[src/rtl/core/fcb_pkg.sv]
// Shared types, constants and CRC-8 helpers for the framed header builder.
// No dependencies; every other file in rtl/core uses this package.
`default_nettype none

package fcb_pkg;

  // Header layout
  localparam logic [3:0] HdrLast = 4'd9;
  localparam logic [3:0] CrcSlot = 4'd4;
  localparam logic [7:0] Sync0   = 8'hAA;
  localparam logic [7:0] Sync1   = 8'h55;
  localparam logic [7:0] CrcPoly = 8'h07;
  localparam logic [4:0] HdrSize = 5'd10;

  // Request codes
  localparam logic ReqOpen = 1'b0;
  localparam logic ReqData = 1'b1;

  // Result status codes
  localparam logic StatusOk     = 1'b0;
  localparam logic StatusReject = 1'b1;

  // Configuration register indexes
  localparam int unsigned CfgAddrW = 1;
  localparam int unsigned CfgDataW = 17;
  localparam logic [CfgAddrW-1:0] CfgBufferCapacity = 1'b0;
  localparam logic [CfgAddrW-1:0] CfgMaxFrameType   = 1'b1;

  localparam logic [16:0] CapacityReset = 17'd1034;
  localparam logic [7:0]  MaxTypeReset  = 8'd3;

  // Queue between front and back
  localparam int unsigned QueueDepth = 2;
  localparam int unsigned QueuePtrW  = $clog2(QueueDepth);
  localparam int unsigned QueueCntW  = $clog2(QueueDepth + 1);

  typedef struct packed {
    logic        req_type;
    logic [15:0] payload_length;
    logic [7:0]  frame_type;
    logic [31:0] timestamp;
    logic [7:0]  data_byte;
  } in_item_t;

  typedef struct packed {
    logic [3:0] header_index;
    logic [7:0] header_byte;
    logic       status;
    logic       last;
  } out_item_t;

  // One unit of work for the back end: a reject or a full header run
  typedef struct packed {
    logic        reject;
    logic [15:0] length;
    logic [7:0]  ftype;
    logic [31:0] timestamp;
    logic [7:0]  crc;
  } job_t;

  // One MSB-first CRC-8 bit step
  function automatic logic [7:0] crc8_bit(logic [7:0] crc, logic d);
    logic fb;
    fb = crc[7] ^ d;
    return {crc[6:0], 1'b0} ^ (fb ? CrcPoly : 8'h00);
  endfunction

  function automatic logic [7:0] crc8_byte(logic [7:0] crc, logic [7:0] b);
    logic [7:0] c;
    c = crc;
    for (int k = 7; k >= 0; k--) begin
      c = crc8_bit(c, b[k]);
    end
    return c;
  endfunction

  // Header CRC over sync, length, type and timestamp. The CRC is linear, so
  // the result is a constant for the sync bytes followed by zeros, XOR one
  // constant column for every set field bit.
  function automatic logic [7:0] hdr_crc(logic [15:0] len, logic [7:0] ftype,
                                         logic [31:0] ts);
    logic [55:0] msg;
    logic [7:0]  base;
    logic [7:0]  col;
    logic [7:0]  acc;
    msg  = {len, ftype, ts};
    base = crc8_byte(crc8_byte(8'h00, Sync0), Sync1);
    for (int k = 0; k < 56; k++) begin
      base = crc8_bit(base, 1'b0);
    end
    acc = base;
    col = CrcPoly;
    for (int i = 0; i < 56; i++) begin
      if (msg[i]) begin
        acc = acc ^ col;
      end
      col = crc8_bit(col, 1'b0);
    end
    return acc;
  endfunction

endpackage

`default_nettype wire

[src/rtl/core/fcb_front.sv]
// Front end: takes requests, checks opens against the config registers,
// keeps the running CRC and bytes left, and queues finished jobs. Uses fcb_pkg.
`default_nettype none

module fcb_front (
  input  wire logic                          clk,
  input  wire logic                          rst_n,
  input  wire logic                          in_valid,
  output logic                               in_ready,
  input  wire fcb_pkg::in_item_t             in_data,
  input  wire logic                          cfg_we,
  input  wire logic [fcb_pkg::CfgAddrW-1:0]  cfg_addr,
  input  wire logic [fcb_pkg::CfgDataW-1:0]  cfg_wdata,
  input  wire logic                          q_full,
  output logic                               q_push,
  output fcb_pkg::job_t                      q_job
);

  logic [16:0] capacity_r;
  logic [7:0]  max_type_r;
  logic [7:0]  crc_r, crc_nxt;
  logic [15:0] left_r, left_nxt;
  logic        open_r, open_nxt;
  logic [15:0] len_r, len_nxt;
  logic [7:0]  type_r, type_nxt;
  logic [31:0] ts_r, ts_nxt;

  logic        accept;
  logic        bad_open;
  logic [17:0] need;
  logic [7:0]  open_crc;
  logic [7:0]  data_crc;

  assign in_ready = !q_full;
  assign accept   = in_valid && in_ready;
  assign need     = {2'b00, in_data.payload_length} + 18'(fcb_pkg::HdrSize);
  assign bad_open = (in_data.frame_type > max_type_r) || (need > {1'b0, capacity_r});
  assign open_crc = fcb_pkg::hdr_crc(in_data.payload_length, in_data.frame_type,
                                     in_data.timestamp);
  assign data_crc = fcb_pkg::crc8_byte(crc_r, in_data.data_byte);

  always_comb begin
    crc_nxt  = crc_r;
    left_nxt = left_r;
    open_nxt = open_r;
    len_nxt  = len_r;
    type_nxt = type_r;
    ts_nxt   = ts_r;
    q_push   = 1'b0;
    q_job    = '{reject: 1'b0, length: len_r, ftype: type_r, timestamp: ts_r,
                 crc: data_crc};
    if (accept) begin
      if (in_data.req_type == fcb_pkg::ReqOpen) begin
        if (bad_open) begin
          // drop any open frame and report the reject
          open_nxt     = 1'b0;
          left_nxt     = '0;
          q_push       = 1'b1;
          q_job.reject = 1'b1;
        end else begin
          len_nxt  = in_data.payload_length;
          type_nxt = in_data.frame_type;
          ts_nxt   = in_data.timestamp;
          crc_nxt  = open_crc;
          left_nxt = in_data.payload_length;
          open_nxt = (in_data.payload_length != 16'd0);
          if (in_data.payload_length == 16'd0) begin
            q_push = 1'b1;
            q_job  = '{reject: 1'b0, length: in_data.payload_length,
                       ftype: in_data.frame_type, timestamp: in_data.timestamp,
                       crc: open_crc};
          end
        end
      end else if (open_r) begin
        crc_nxt  = data_crc;
        left_nxt = left_r - 16'd1;
        if (left_r == 16'd1) begin
          open_nxt = 1'b0;
          q_push   = 1'b1;
        end
      end
    end
  end

  always_ff @(posedge clk) begin
    if (!rst_n) begin
      capacity_r <= fcb_pkg::CapacityReset;
      max_type_r <= fcb_pkg::MaxTypeReset;
      crc_r      <= '0;
      left_r     <= '0;
      open_r     <= 1'b0;
      len_r      <= '0;
      type_r     <= '0;
      ts_r       <= '0;
    end else begin
      if (cfg_we) begin
        unique case (cfg_addr)
          fcb_pkg::CfgBufferCapacity: capacity_r <= cfg_wdata;
          fcb_pkg::CfgMaxFrameType:   max_type_r <= cfg_wdata[7:0];
          default: ;
        endcase
      end
      crc_r  <= crc_nxt;
      left_r <= left_nxt;
      open_r <= open_nxt;
      len_r  <= len_nxt;
      type_r <= type_nxt;
      ts_r   <= ts_nxt;
    end
  end

endmodule

`default_nettype wire

[src/rtl/core/fcb_queue.sv]
// Short job queue between front and back ends.
// Uses fcb_pkg for the job type and depth.
`default_nettype none

module fcb_queue (
  input  wire logic          clk,
  input  wire logic          rst_n,
  input  wire logic          push,
  input  wire fcb_pkg::job_t push_job,
  output logic               full,
  input  wire logic          pop,
  output logic               valid,
  output fcb_pkg::job_t      pop_job
);

  fcb_pkg::job_t                    slot_r [fcb_pkg::QueueDepth];
  logic [fcb_pkg::QueuePtrW-1:0]    wr_r, wr_nxt;
  logic [fcb_pkg::QueuePtrW-1:0]    rd_r, rd_nxt;
  logic [fcb_pkg::QueueCntW-1:0]    cnt_r, cnt_nxt;
  logic                             do_push;
  logic                             do_pop;

  assign full    = (cnt_r == fcb_pkg::QueueCntW'(fcb_pkg::QueueDepth));
  assign valid   = (cnt_r != '0);
  assign pop_job = slot_r[rd_r];
  assign do_push = push && !full;
  assign do_pop  = pop && valid;

  always_comb begin
    wr_nxt  = wr_r;
    rd_nxt  = rd_r;
    cnt_nxt = cnt_r;
    if (do_push) begin
      wr_nxt = (wr_r == fcb_pkg::QueuePtrW'(fcb_pkg::QueueDepth - 1)) ? '0 : wr_r + 1'b1;
    end
    if (do_pop) begin
      rd_nxt = (rd_r == fcb_pkg::QueuePtrW'(fcb_pkg::QueueDepth - 1)) ? '0 : rd_r + 1'b1;
    end
    if (do_push && !do_pop) begin
      cnt_nxt = cnt_r + 1'b1;
    end else if (do_pop && !do_push) begin
      cnt_nxt = cnt_r - 1'b1;
    end
  end

  always_ff @(posedge clk) begin
    if (!rst_n) begin
      wr_r  <= '0;
      rd_r  <= '0;
      cnt_r <= '0;
    end else begin
      wr_r  <= wr_nxt;
      rd_r  <= rd_nxt;
      cnt_r <= cnt_nxt;
    end
  end

  always_ff @(posedge clk) begin
    if (do_push) begin
      slot_r[wr_r] <= push_job;
    end
  end

endmodule

`default_nettype wire

[src/rtl/core/fcb_back.sv]
// Back end: turns queued jobs into result bytes through an output register.
// Uses fcb_pkg for the job and result types.
`default_nettype none

module fcb_back (
  input  wire logic          clk,
  input  wire logic          rst_n,
  input  wire logic          q_valid,
  input  wire fcb_pkg::job_t q_job,
  output logic               q_pop,
  output logic               out_valid,
  input  wire logic          out_ready,
  output fcb_pkg::out_item_t out_data
);

  fcb_pkg::job_t      job_r, job_nxt;
  logic               busy_r, busy_nxt;
  logic [3:0]         idx_r, idx_nxt;
  logic               out_valid_r, out_valid_nxt;
  fcb_pkg::out_item_t out_r, out_nxt;

  logic       adv;
  logic       emit;
  logic       last_now;
  logic [7:0] hbyte;

  assign adv      = !out_valid_r || out_ready;
  assign emit     = busy_r && adv;
  assign last_now = job_r.reject || (idx_r == fcb_pkg::HdrLast);
  assign q_pop    = q_valid && (!busy_r || (emit && last_now));

  always_comb begin
    unique case (idx_r)
      4'd0:             hbyte = fcb_pkg::Sync0;
      4'd1:             hbyte = fcb_pkg::Sync1;
      4'd2:             hbyte = job_r.length[15:8];
      4'd3:             hbyte = job_r.length[7:0];
      fcb_pkg::CrcSlot: hbyte = job_r.crc;
      4'd5:             hbyte = job_r.ftype;
      4'd6:             hbyte = job_r.timestamp[31:24];
      4'd7:             hbyte = job_r.timestamp[23:16];
      4'd8:             hbyte = job_r.timestamp[15:8];
      4'd9:             hbyte = job_r.timestamp[7:0];
      default:          hbyte = 8'h00;
    endcase
  end

  always_comb begin
    job_nxt       = q_pop ? q_job : job_r;
    busy_nxt      = busy_r;
    idx_nxt       = idx_r;
    out_valid_nxt = out_valid_r;
    out_nxt       = out_r;
    if (emit) begin
      out_valid_nxt = 1'b1;
      if (job_r.reject) begin
        out_nxt = '{header_index: 4'd0, header_byte: 8'h00,
                    status: fcb_pkg::StatusReject, last: 1'b1};
      end else begin
        out_nxt = '{header_index: idx_r, header_byte: hbyte,
                    status: fcb_pkg::StatusOk, last: last_now};
      end
      idx_nxt = idx_r + 4'd1;
      if (last_now) begin
        busy_nxt = 1'b0;
      end
    end else if (out_ready) begin
      out_valid_nxt = 1'b0;
    end
    if (q_pop) begin
      busy_nxt = 1'b1;
      idx_nxt  = 4'd0;
    end
  end

  always_ff @(posedge clk) begin
    if (!rst_n) begin
      busy_r      <= 1'b0;
      idx_r       <= '0;
      out_valid_r <= 1'b0;
    end else begin
      busy_r      <= busy_nxt;
      idx_r       <= idx_nxt;
      out_valid_r <= out_valid_nxt;
    end
  end

  always_ff @(posedge clk) begin
    job_r <= job_nxt;
    out_r <= out_nxt;
  end

  assign out_valid = out_valid_r;
  assign out_data  = out_r;

endmodule

`default_nettype wire

[src/rtl/core/framed_header_crc8_builder.sv]
// Top level of the framed header builder: front end, job queue, back end.
// Depends on fcb_pkg, fcb_front, fcb_queue and fcb_back.
`default_nettype none

// An open request (req_type 0) is checked and, if good, seeds a CRC-8
// (poly 0x07, init 0, MSB first) over the nine non-CRC header bytes; each
// payload request (req_type 1) then folds one byte in, one request per cycle
// while the job queue is not full. After the last payload byte, or on the
// open itself for length zero, ten header results (index 0..9, CRC at
// index 4) follow on consecutive cycles when the output is ready; a bad open
// gives one result with status 1. The output side runs at one result per
// cycle while the output is ready; a two-entry job queue lets new requests
// keep flowing in while a header run is sent, and the input stalls only when
// both queue entries are waiting. With the back end idle, a job that completes
// a frame passes the queue slot, the job register and the output register.
module framed_header_crc8_builder (
  input  wire logic                          clk,
  input  wire logic                          rst_n,
  input  wire logic                          in_valid,
  output logic                               in_ready,
  input  wire fcb_pkg::in_item_t             in_data,
  output logic                               out_valid,
  input  wire logic                          out_ready,
  output fcb_pkg::out_item_t                 out_data,
  input  wire logic                          cfg_we,
  input  wire logic [fcb_pkg::CfgAddrW-1:0]  cfg_addr,
  input  wire logic [fcb_pkg::CfgDataW-1:0]  cfg_wdata
);

  logic          q_full;
  logic          q_push;
  logic          q_pop;
  logic          q_valid;
  fcb_pkg::job_t push_job;
  fcb_pkg::job_t pop_job;

  fcb_front u_front (
    .clk       (clk),
    .rst_n     (rst_n),
    .in_valid  (in_valid),
    .in_ready  (in_ready),
    .in_data   (in_data),
    .cfg_we    (cfg_we),
    .cfg_addr  (cfg_addr),
    .cfg_wdata (cfg_wdata),
    .q_full    (q_full),
    .q_push    (q_push),
    .q_job     (push_job)
  );

  fcb_queue u_queue (
    .clk      (clk),
    .rst_n    (rst_n),
    .push     (q_push),
    .push_job (push_job),
    .full     (q_full),
    .pop      (q_pop),
    .valid    (q_valid),
    .pop_job  (pop_job)
  );

  fcb_back u_back (
    .clk       (clk),
    .rst_n     (rst_n),
    .q_valid   (q_valid),
    .q_job     (pop_job),
    .q_pop     (q_pop),
    .out_valid (out_valid),
    .out_ready (out_ready),
    .out_data  (out_data)
  );

  // A reject is always a single closing result at index zero
  a_reject_single: assert property (@(posedge clk) disable iff (!rst_n)
    out_valid && (out_data.status == fcb_pkg::StatusReject) |->
      out_data.last && (out_data.header_index == 4'd0))
    else $error("reject result not a lone last result");

  // Header runs start with the sync bytes
  a_sync_bytes: assert property (@(posedge clk) disable iff (!rst_n)
    out_valid && (out_data.status == fcb_pkg::StatusOk) &&
      ((out_data.header_index == 4'd0 && out_data.header_byte != fcb_pkg::Sync0) ||
       (out_data.header_index == 4'd1 && out_data.header_byte != fcb_pkg::Sync1)) |-> 1'b0)
    else $error("sync byte wrong");

  // Within a run the next byte follows at once with the next index
  a_run_contiguous: assert property (@(posedge clk) disable iff (!rst_n)
    out_valid && out_ready && !out_data.last |=>
      out_valid && (out_data.header_index == 4'($past(out_data.header_index) + 4'd1)))
    else $error("header run broken");

  // Last flag marks exactly the final header byte
  a_last_index: assert property (@(posedge clk) disable iff (!rst_n)
    out_valid && (out_data.status == fcb_pkg::StatusOk) |->
      (out_data.last == (out_data.header_index == fcb_pkg::HdrLast)))
    else $error("last flag on wrong header byte");

endmodule

`default_nettype wire

[config.mk]
export PLATFORM = sky130hd
export DESIGN_NAME = framed_header_crc8_builder
export DESIGN_NICKNAME = d
export VERILOG_FILES = /design/src/rtl/core/fcb_pkg.sv /design/src/rtl/core/fcb_front.sv /design/src/rtl/core/fcb_queue.sv /design/src/rtl/core/fcb_back.sv /design/src/rtl/core/framed_header_crc8_builder.sv
export SDC_FILE = /design/constraint.sdc
export NUM_CORES = 1
export LEC_CHECK = 0
export BUFFER_PORTS_ARGS = -buffer_cell sky130_fd_sc_hd__buf_2
export CAP_MARGIN = 40
export CORE_MARGIN = 4
export CORE_UTILIZATION = 61
export CTS_CLUSTER_DIAMETER = 60
export DETAILED_ROUTE_END_ITERATION = 10
export PLACE_DENSITY = 0.81
export SLEW_MARGIN = 20
export SYNTH_ARGS = -nofsm -noshare
export SYNTH_HDL_FRONTEND = slang
export SYNTH_HIERARCHICAL = 1
export SYNTH_SLANG_ARGS = --single-unit
[constraint.sdc]
create_clock -name clk -period 8.4 [get_ports clk]
set_clock_uncertainty 0.15 [all_clocks]
set_input_delay 1.26 -clock clk [delete_from_list [all_inputs] [get_ports clk]]
set_output_delay 1.26 -clock clk [all_outputs]
set_load 0.005 [all_outputs]
==> flow_summary.yaml, run 1 <==
floorplanning:
  rows: 58
  io_pins: 104
  die_area_um2: 28100
  core_um2: 25100
  dieWidth_um: 168
  initial_core_util_pct: 61.9
  die_h_um: 168
synthesis:
  synth-main-ff-cell: "edfxtp_1"
  synth-compound-area-share_pct: 8.08
  ys_seq_elements: 326
  synth_xor_area_share_pct: 10.1
  synth_warnings: 6
  async_flop_share_pct: 0
  yosys.area_share.adder_pct: 2.65
  synth_area_leaders: "edfxtp_1 (40%), dfxtp_1 (15%), xnor2_1 (6.1%), mux2_2 (4.8%), mux2i_1 (3.6%)"
  yosys.area_share.simple_pct: 8.72
  synth_top_family_by_area: "multiplexers"
  ys_top_cells_by_count: "edfxtp_1 (209), dfxtp_1 (117), xnor2_1 (109)"
  synth_top_cell_by_area: "edfxtp_1"
  synth_edf_count: 209
  synth_mux_area_share_pct: 11.3
  syn_inst: 1268
  netlist.area_leader.share_pct: 40.4
  synth_cell_types: 75
  yosysMostFrequentCell: "edfxtp_1"
  syn_area_um2: 15600
  seq_area_frac_synth_pct: 55.4
  synth.avg_cell_area_um2: 12.3
  syn_nets: 1389
timing:
  finalWorstSetupSlack_ns: 3.07
  hold_viol_final: 0
  slew_viol_final: 0
  finalCritPeriodShare_pct: 63.5
  setup_viol: 0
  fin_tns_setup_ns: 0
  rsz0062_at_grt: "no"
  fin_crit_ns: 5.33
  fmax_ghz: 0.188
  maxSlewHeadroom_pct: 42.6
  tightest_slew_ns: 0.862
min_path:
  hp-class: "register to register"
  hold_path_end: "u_front/len_r[7]"
  min_from: "u_front/len_r[7]"
  min_path_cells: 2
global_route:
  grt_max_degree: 71
  grt-ovfl-total: 0
  antenna_found_initial: 0
  grt_pass1_wl_um: 57700
  track_usage_pct: 26.4
  grt_pass1_vias: 10300
setup_path:
  worstSetupPathType: "input port to register"
  crit_required_ns: 8.70
  start_kind: "input port"
  r2r_end: "u_queue/cnt_r[1]"
  ff2ff_path_depth: 13
  reg2reg_from: "u_front/capacity_r[3]"
  critPathCaptureType: "register"
  arrival_ns: 5.63
  r2r_setup_slack_ns: 4.50
  cp_max_fo: 18
power:
  p_leak_uw: 0.00690
  p_per_area_nw_per_um2: 257
  ir_drop_mv: 0.164
clock_tree:
  ctsHoldBuffers: 0
  clk_latency_ns: 0.52
  clock_path_buffers: 3
  cts_setup_buffers: 0
  cts_htree_levels: 2
  cts_resized: 0
  cts_tree: "built"
  path_clk_slew_ns: 0.06
  cts-root-buf: "clkbuf_16"
  cts_buffers: 36
  cts.sinks: 326
detailed_routing:
  vias: 10300
  drc_errors: 0
  ant_nets: 0
  dr.first_iter.drc_count: 1106
  wl_per_cell_um: 21.9
  routed_wl_um: 37700
  viasPerCell: 6.01
  drt-pass1-iter-count: 7
final_layout:
  nFillCells: 1774
  area_growth_pct: 13.0
  multi_input_area_um2: 6390
  regArea_um2: 8620
  diodes: 0
  nets: 1482
  drive_above_1_share_pct: 19.7
placement:
  dp_hpwl_um: 26600
  port_buffers: 103
  finalWeightedCongestion: 0.968
  place_ws_ns: 2.59
run:
  max_cap_viol_count: 0
status:
  outcome: "finished, final reports clean"
## registers in the layout, indices dropped and copies added, names as in the netlist, named ones only
name and cells:
u_queue/slot_r 130, u_back/job_r 65, u_front/ts_r 32, u_front/capacity_r 17, u_front/left_r 16, u_front/len_r 16, u_back/out_data 14, u_front/crc_r 8
u_front/max_type_r 8, u_front/type_r 8, u_back/idx_r 4, u_queue/cnt_r 2, u_back/busy_r 1, u_back/out_valid 1, u_front/open_r 1, u_queue/rd_r 1
u_queue/wr_r 1
## per-layer routing
metal	vias up	global-route usage [%]	part of all wire, %
met1	4981	35.3	40
met4	0	8.65	3.4
met3	90	4.75	8.2
met2	513	44.0	48
met5	-	0	0
li1	4744	-	-
## layout by cell type (no fill, tap or decap), types with 39 or more instances in the layout
cell      instances
nand2_1          99
buf_2           104
dfxtp_1         116
edfxtp_1        209
xnor2_1         109
a21oi_1          71
nor2_1           87
mux2_2           66
mux2_1           39
mux2i_1          56
inv_1            44
## critical path, stage by stage
cell and delay [ns]:
buf_2 0.24, and3_1 0.24, nand2_1 0.08, nor3_1 0.29, nand4_1 0.16, xnor2_1 0.16, ha_1 0.33, a21oi_1 0.15
nand2_1 0.06, a21o_1 0.19, or3_1 0.43, a221oi_4 0.77, a21oi_1 0.22, inv_1 0.16, nor2_1 0.07, ha_1 0.31
or3_1 0.36, a21boi_1 0.14
## cells by family after synthesis
family / count (synthesis)
AO/OA/AOI/OAI: 187
multiplexers: 162
XOR/XNOR: 155
buffers and inverters: 114
flip-flops: 326
AND/OR/NAND/NOR: 291
adder cells (fa/ha/maj): 33
## worst max path at each step
stage                                       to  cells after the start  slack [ns]         from
after floorplan           u_queue/slot_r[0][0]                     15        1.51  in_data[55]
after global placement        u_queue/cnt_r[1]                     18        2.69  in_data[55]
after detailed placement      u_queue/cnt_r[1]                     18        2.59  in_data[50]
after CTS                     u_queue/cnt_r[1]                     18        3.12  in_data[49]
after global routing          u_queue/cnt_r[1]                     18        2.80  in_data[52]
final                         u_queue/cnt_r[1]                     18        3.07  in_data[55]
## metrics by stage
step                      cells  power (uW)  util, %  area, um^2  hold slack [ns]
final                      1719        4510     70.0       17600            0.303
after detailed placement   1651        2960     65.2       16400            0.292
after floorplan            1268        2680        -       15600            0.282
after global routing       1719        4680     70.0       17600            0.330
after CTS                  1717        4520     69.9       17500            0.301
after global placement     1645        2930     64.5       16200            0.291
## power by group
group	internal, uW	total, uW	switching (uW)
sequential	1920	2000	75.9
combinational	397	958	560
clock	932	1550	619
## layout make-up
| cell class | count | area share, % |
|---|---|---|
| clock buffers | 51 | 5.91 |
| clock inverters | 15 | 0.826 |
| inverters | 48 | 1.10 |
| multi-input cells | 828 | 36.4 |
| flip-flops and latches | 326 | 49.1 |
| well taps | 330 | 2.35 |
| repair buffers | 121 | 4.40 |
Note: power is estimated with default switching activity, not from simulation.
==> inputs of run 2 (changes only) <==
Settings changed: CORE_UTILIZATION 61 to 55, PLACE_DENSITY 0.81 to 0.77.
Clock period 8.4 ns to 4.85 ns, I/O delays scaled along.
==> flow_summary.yaml, run 2 (same netlist as run 1, synthesis figures left out) <==
final_layout:
  finish.instance_area_um2: 17700
  nets: 1487
  largest_reg_flops: 130
  final_cells: 1772
  nFillCells: 2105
  regArea_um2: 8620
  diodes: 0
  reg_top3: "u_queue/slot_r (130), u_back/job_r (65), u_front/ts_r (32)"
  area_growth_pct: 13.7
  regMostFlops: "u_queue/slot_r"
  layout_commonest_cell: "edfxtp_1"
  layout_common_cells: "edfxtp_1 (209), dfxtp_1 (116), xnor2_1 (109), buf_2 (103), nand2_1 (99)"
  multi_input_area_um2: 6450
  drive_above_1_share_pct: 20.2
setup_path:
  r2r_end: "u_queue/slot_r[1][34]"
  crit_required_ns: 5.14
  cp-endpoint: "u_queue/cnt_r[1]"
  reg2reg_from: "u_front/max_type_r[6]"
  arrival_ns: 4.35
  r2r_setup_slack_ns: 1.53
  path_depth: 18
  crit_top_cell: "ha_1"
  critPathCaptureType: "register"
  worst-path-buf-inv: 2
  cp_slowest_stage_delay_ns: 0.40
  slowest_stage: "or3_4"
  cp_top_family: "simple AND/OR/NAND/NOR gates"
  start_kind: "input port"
  cp_cell_sequence: "buf_2, ha_1, o21bai_4, nor3_2, nand4_1, xnor2_1, ha_1, a21oi_1, nand2_1, a21o_1, or3_4, a221oi_4, a21oi_4, inv_2, nor2_1, ha_1, or3_1, a21boi_1"
  cp_max_fo: 6
  crit_start: "in_data[50]"
  worstSetupPathType: "input port to register"
  ff2ff_path_depth: 9
detailed_routing:
  dr.first_iter.drc_count: 1074
  wl_per_cell_um: 21.5
  routed_wl_um: 38100
  viasPerCell: 5.80
  drc_errors: 0
  drt-pass1-iter-count: 6
  ant_nets: 0
  vias: 10300
clock_tree:
  cts_buffers: 37
  cts_setup_buffers: 0
  clock_path_buffers: 3
  ctsHoldBuffers: 0
  cts-root-buf: "clkbuf_16"
  path_clk_slew_ns: 0.06
  cts_resized: 0
  cts_htree_levels: 2
  clk_latency_ns: 0.51
  cts.sinks: 326
  cts_tree: "built"
status:
  outcome: "finished, final reports clean"
global_route:
  grt_pass1_wl_um: 59000
  grt_pass1_vias: 10400
  grt_max_degree: 70
  track_usage_pct: 24.5
  antenna_found_initial: 0
  grt-ovfl-total: 0
timing:
  fmax_ghz: 0.246
  fin_crit_ns: 4.06
  rsz0062_at_grt: "no"
  setup_viol: 0
  slew_viol_final: 0
  maxSlewHeadroom_pct: 39.3
  fin_tns_setup_ns: 0
  tightest_slew_ns: 0.910
  hold_ws_ns: 0.304
  hold_viol_final: 0
  finalCritPeriodShare_pct: 83.7
placement:
  dp_hpwl_um: 26700
  placed_area_um2: 16500
  finalWeightedCongestion: 0.908
  port_buffers: 103
  placed_cells: 1704
power:
  p_per_area_nw_per_um2: 443
  p_leak_uw: 0.00689
  p_sw_uw: 2230
  cell_internal_pwr_uw: 5590
  p_comb_share_pct: 21.6
  finalPower_uw: 7820
  clkPwrFrac_pct: 34.0
  p_sw_share_pct: 28.5
  ir_drop_mv: 0.251
  p_seq_share_pct: 44.4
floorplanning:
  core_um2: 27900
  die_h_um: 176
  rows: 61
  initial_core_util_pct: 55.8
  dieWidth_um: 176
  io_pins: 104
  die_area_um2: 31000
run:
  max_cap_viol_count: 0
min_path:
  min_path_cells: 3
  hp-class: "input port to register"
-- run 2: changes by cell type in the layout (fill, tap and decap cells not counted), moves of 3 or more --
cell / change
buf_12: +5
buf_16: -5
buf_4: +5
clkbuf_1: +4
clkinv_2: -3
clkinv_4: +3
-- run 2: layer usage --
| layer | wire, um | share of wire, % | global-route usage (%) |
|---|---|---|---|
| met5 | 0 | 0 | 0 |
| met4 | 1420 | 3.7 | 8.97 |
| met1 | 15600 | 41 | 32.8 |
| met2 | 18400 | 48 | 40.9 |
| met3 | 2730 | 7.2 | 3.53 |
-- run 2: final cells by class --
cell class	count	area share (%)
repair buffers	125	4.35
inverters	48	1.09
clock inverters	13	0.715
clock buffers	54	5.95
multi-input cells	828	36.5
flip-flops and latches	326	48.8
well taps	378	2.68
-- run 2: power by group through the flow --
stage               clock network [uW]  logic [uW]  registers, uW
floorplan                            0        1180           3480
global route                      2830        1810           3490
detailed placement                   0        1650           3530
CTS                               2700        1670           3480
global placement                     0        1600           3530
finish                            2660        1690           3470
-- run 2: worst min-delay path, cell delays in order --
cell      delay [ns]
buf_2           0.08
nand2_1         0.05
o211ai_1        0.08
-- run 2: worst min-delay path by stage --
stage	startpoint	slack, ns	to
finish	cfg_wdata[10]	0.30	u_front/capacity_r[10]
global route	cfg_wdata[9]	0.31	u_front/capacity_r[9]
CTS	cfg_wdata[10]	0.30	u_front/capacity_r[10]
detailed placement	u_front/capacity_r[7]	0.30	u_front/capacity_r[7]
global placement	u_front/len_r[7]	0.29	u_front/len_r[7]
floorplan	u_front/len_r[0]	0.28	u_front/len_r[0]
-- run 2: through the flow --
| stage | worst slack (ns) | util, % |
|---|---|---|
| global placement | 0.321 | 59.1 |
| global route | 0.462 | 63.5 |
| floorplan | -0.321 | - |
| detailed placement | 0.317 | 59.2 |
| CTS | 0.835 | 63.4 |
| finish | 0.790 | 63.5 |
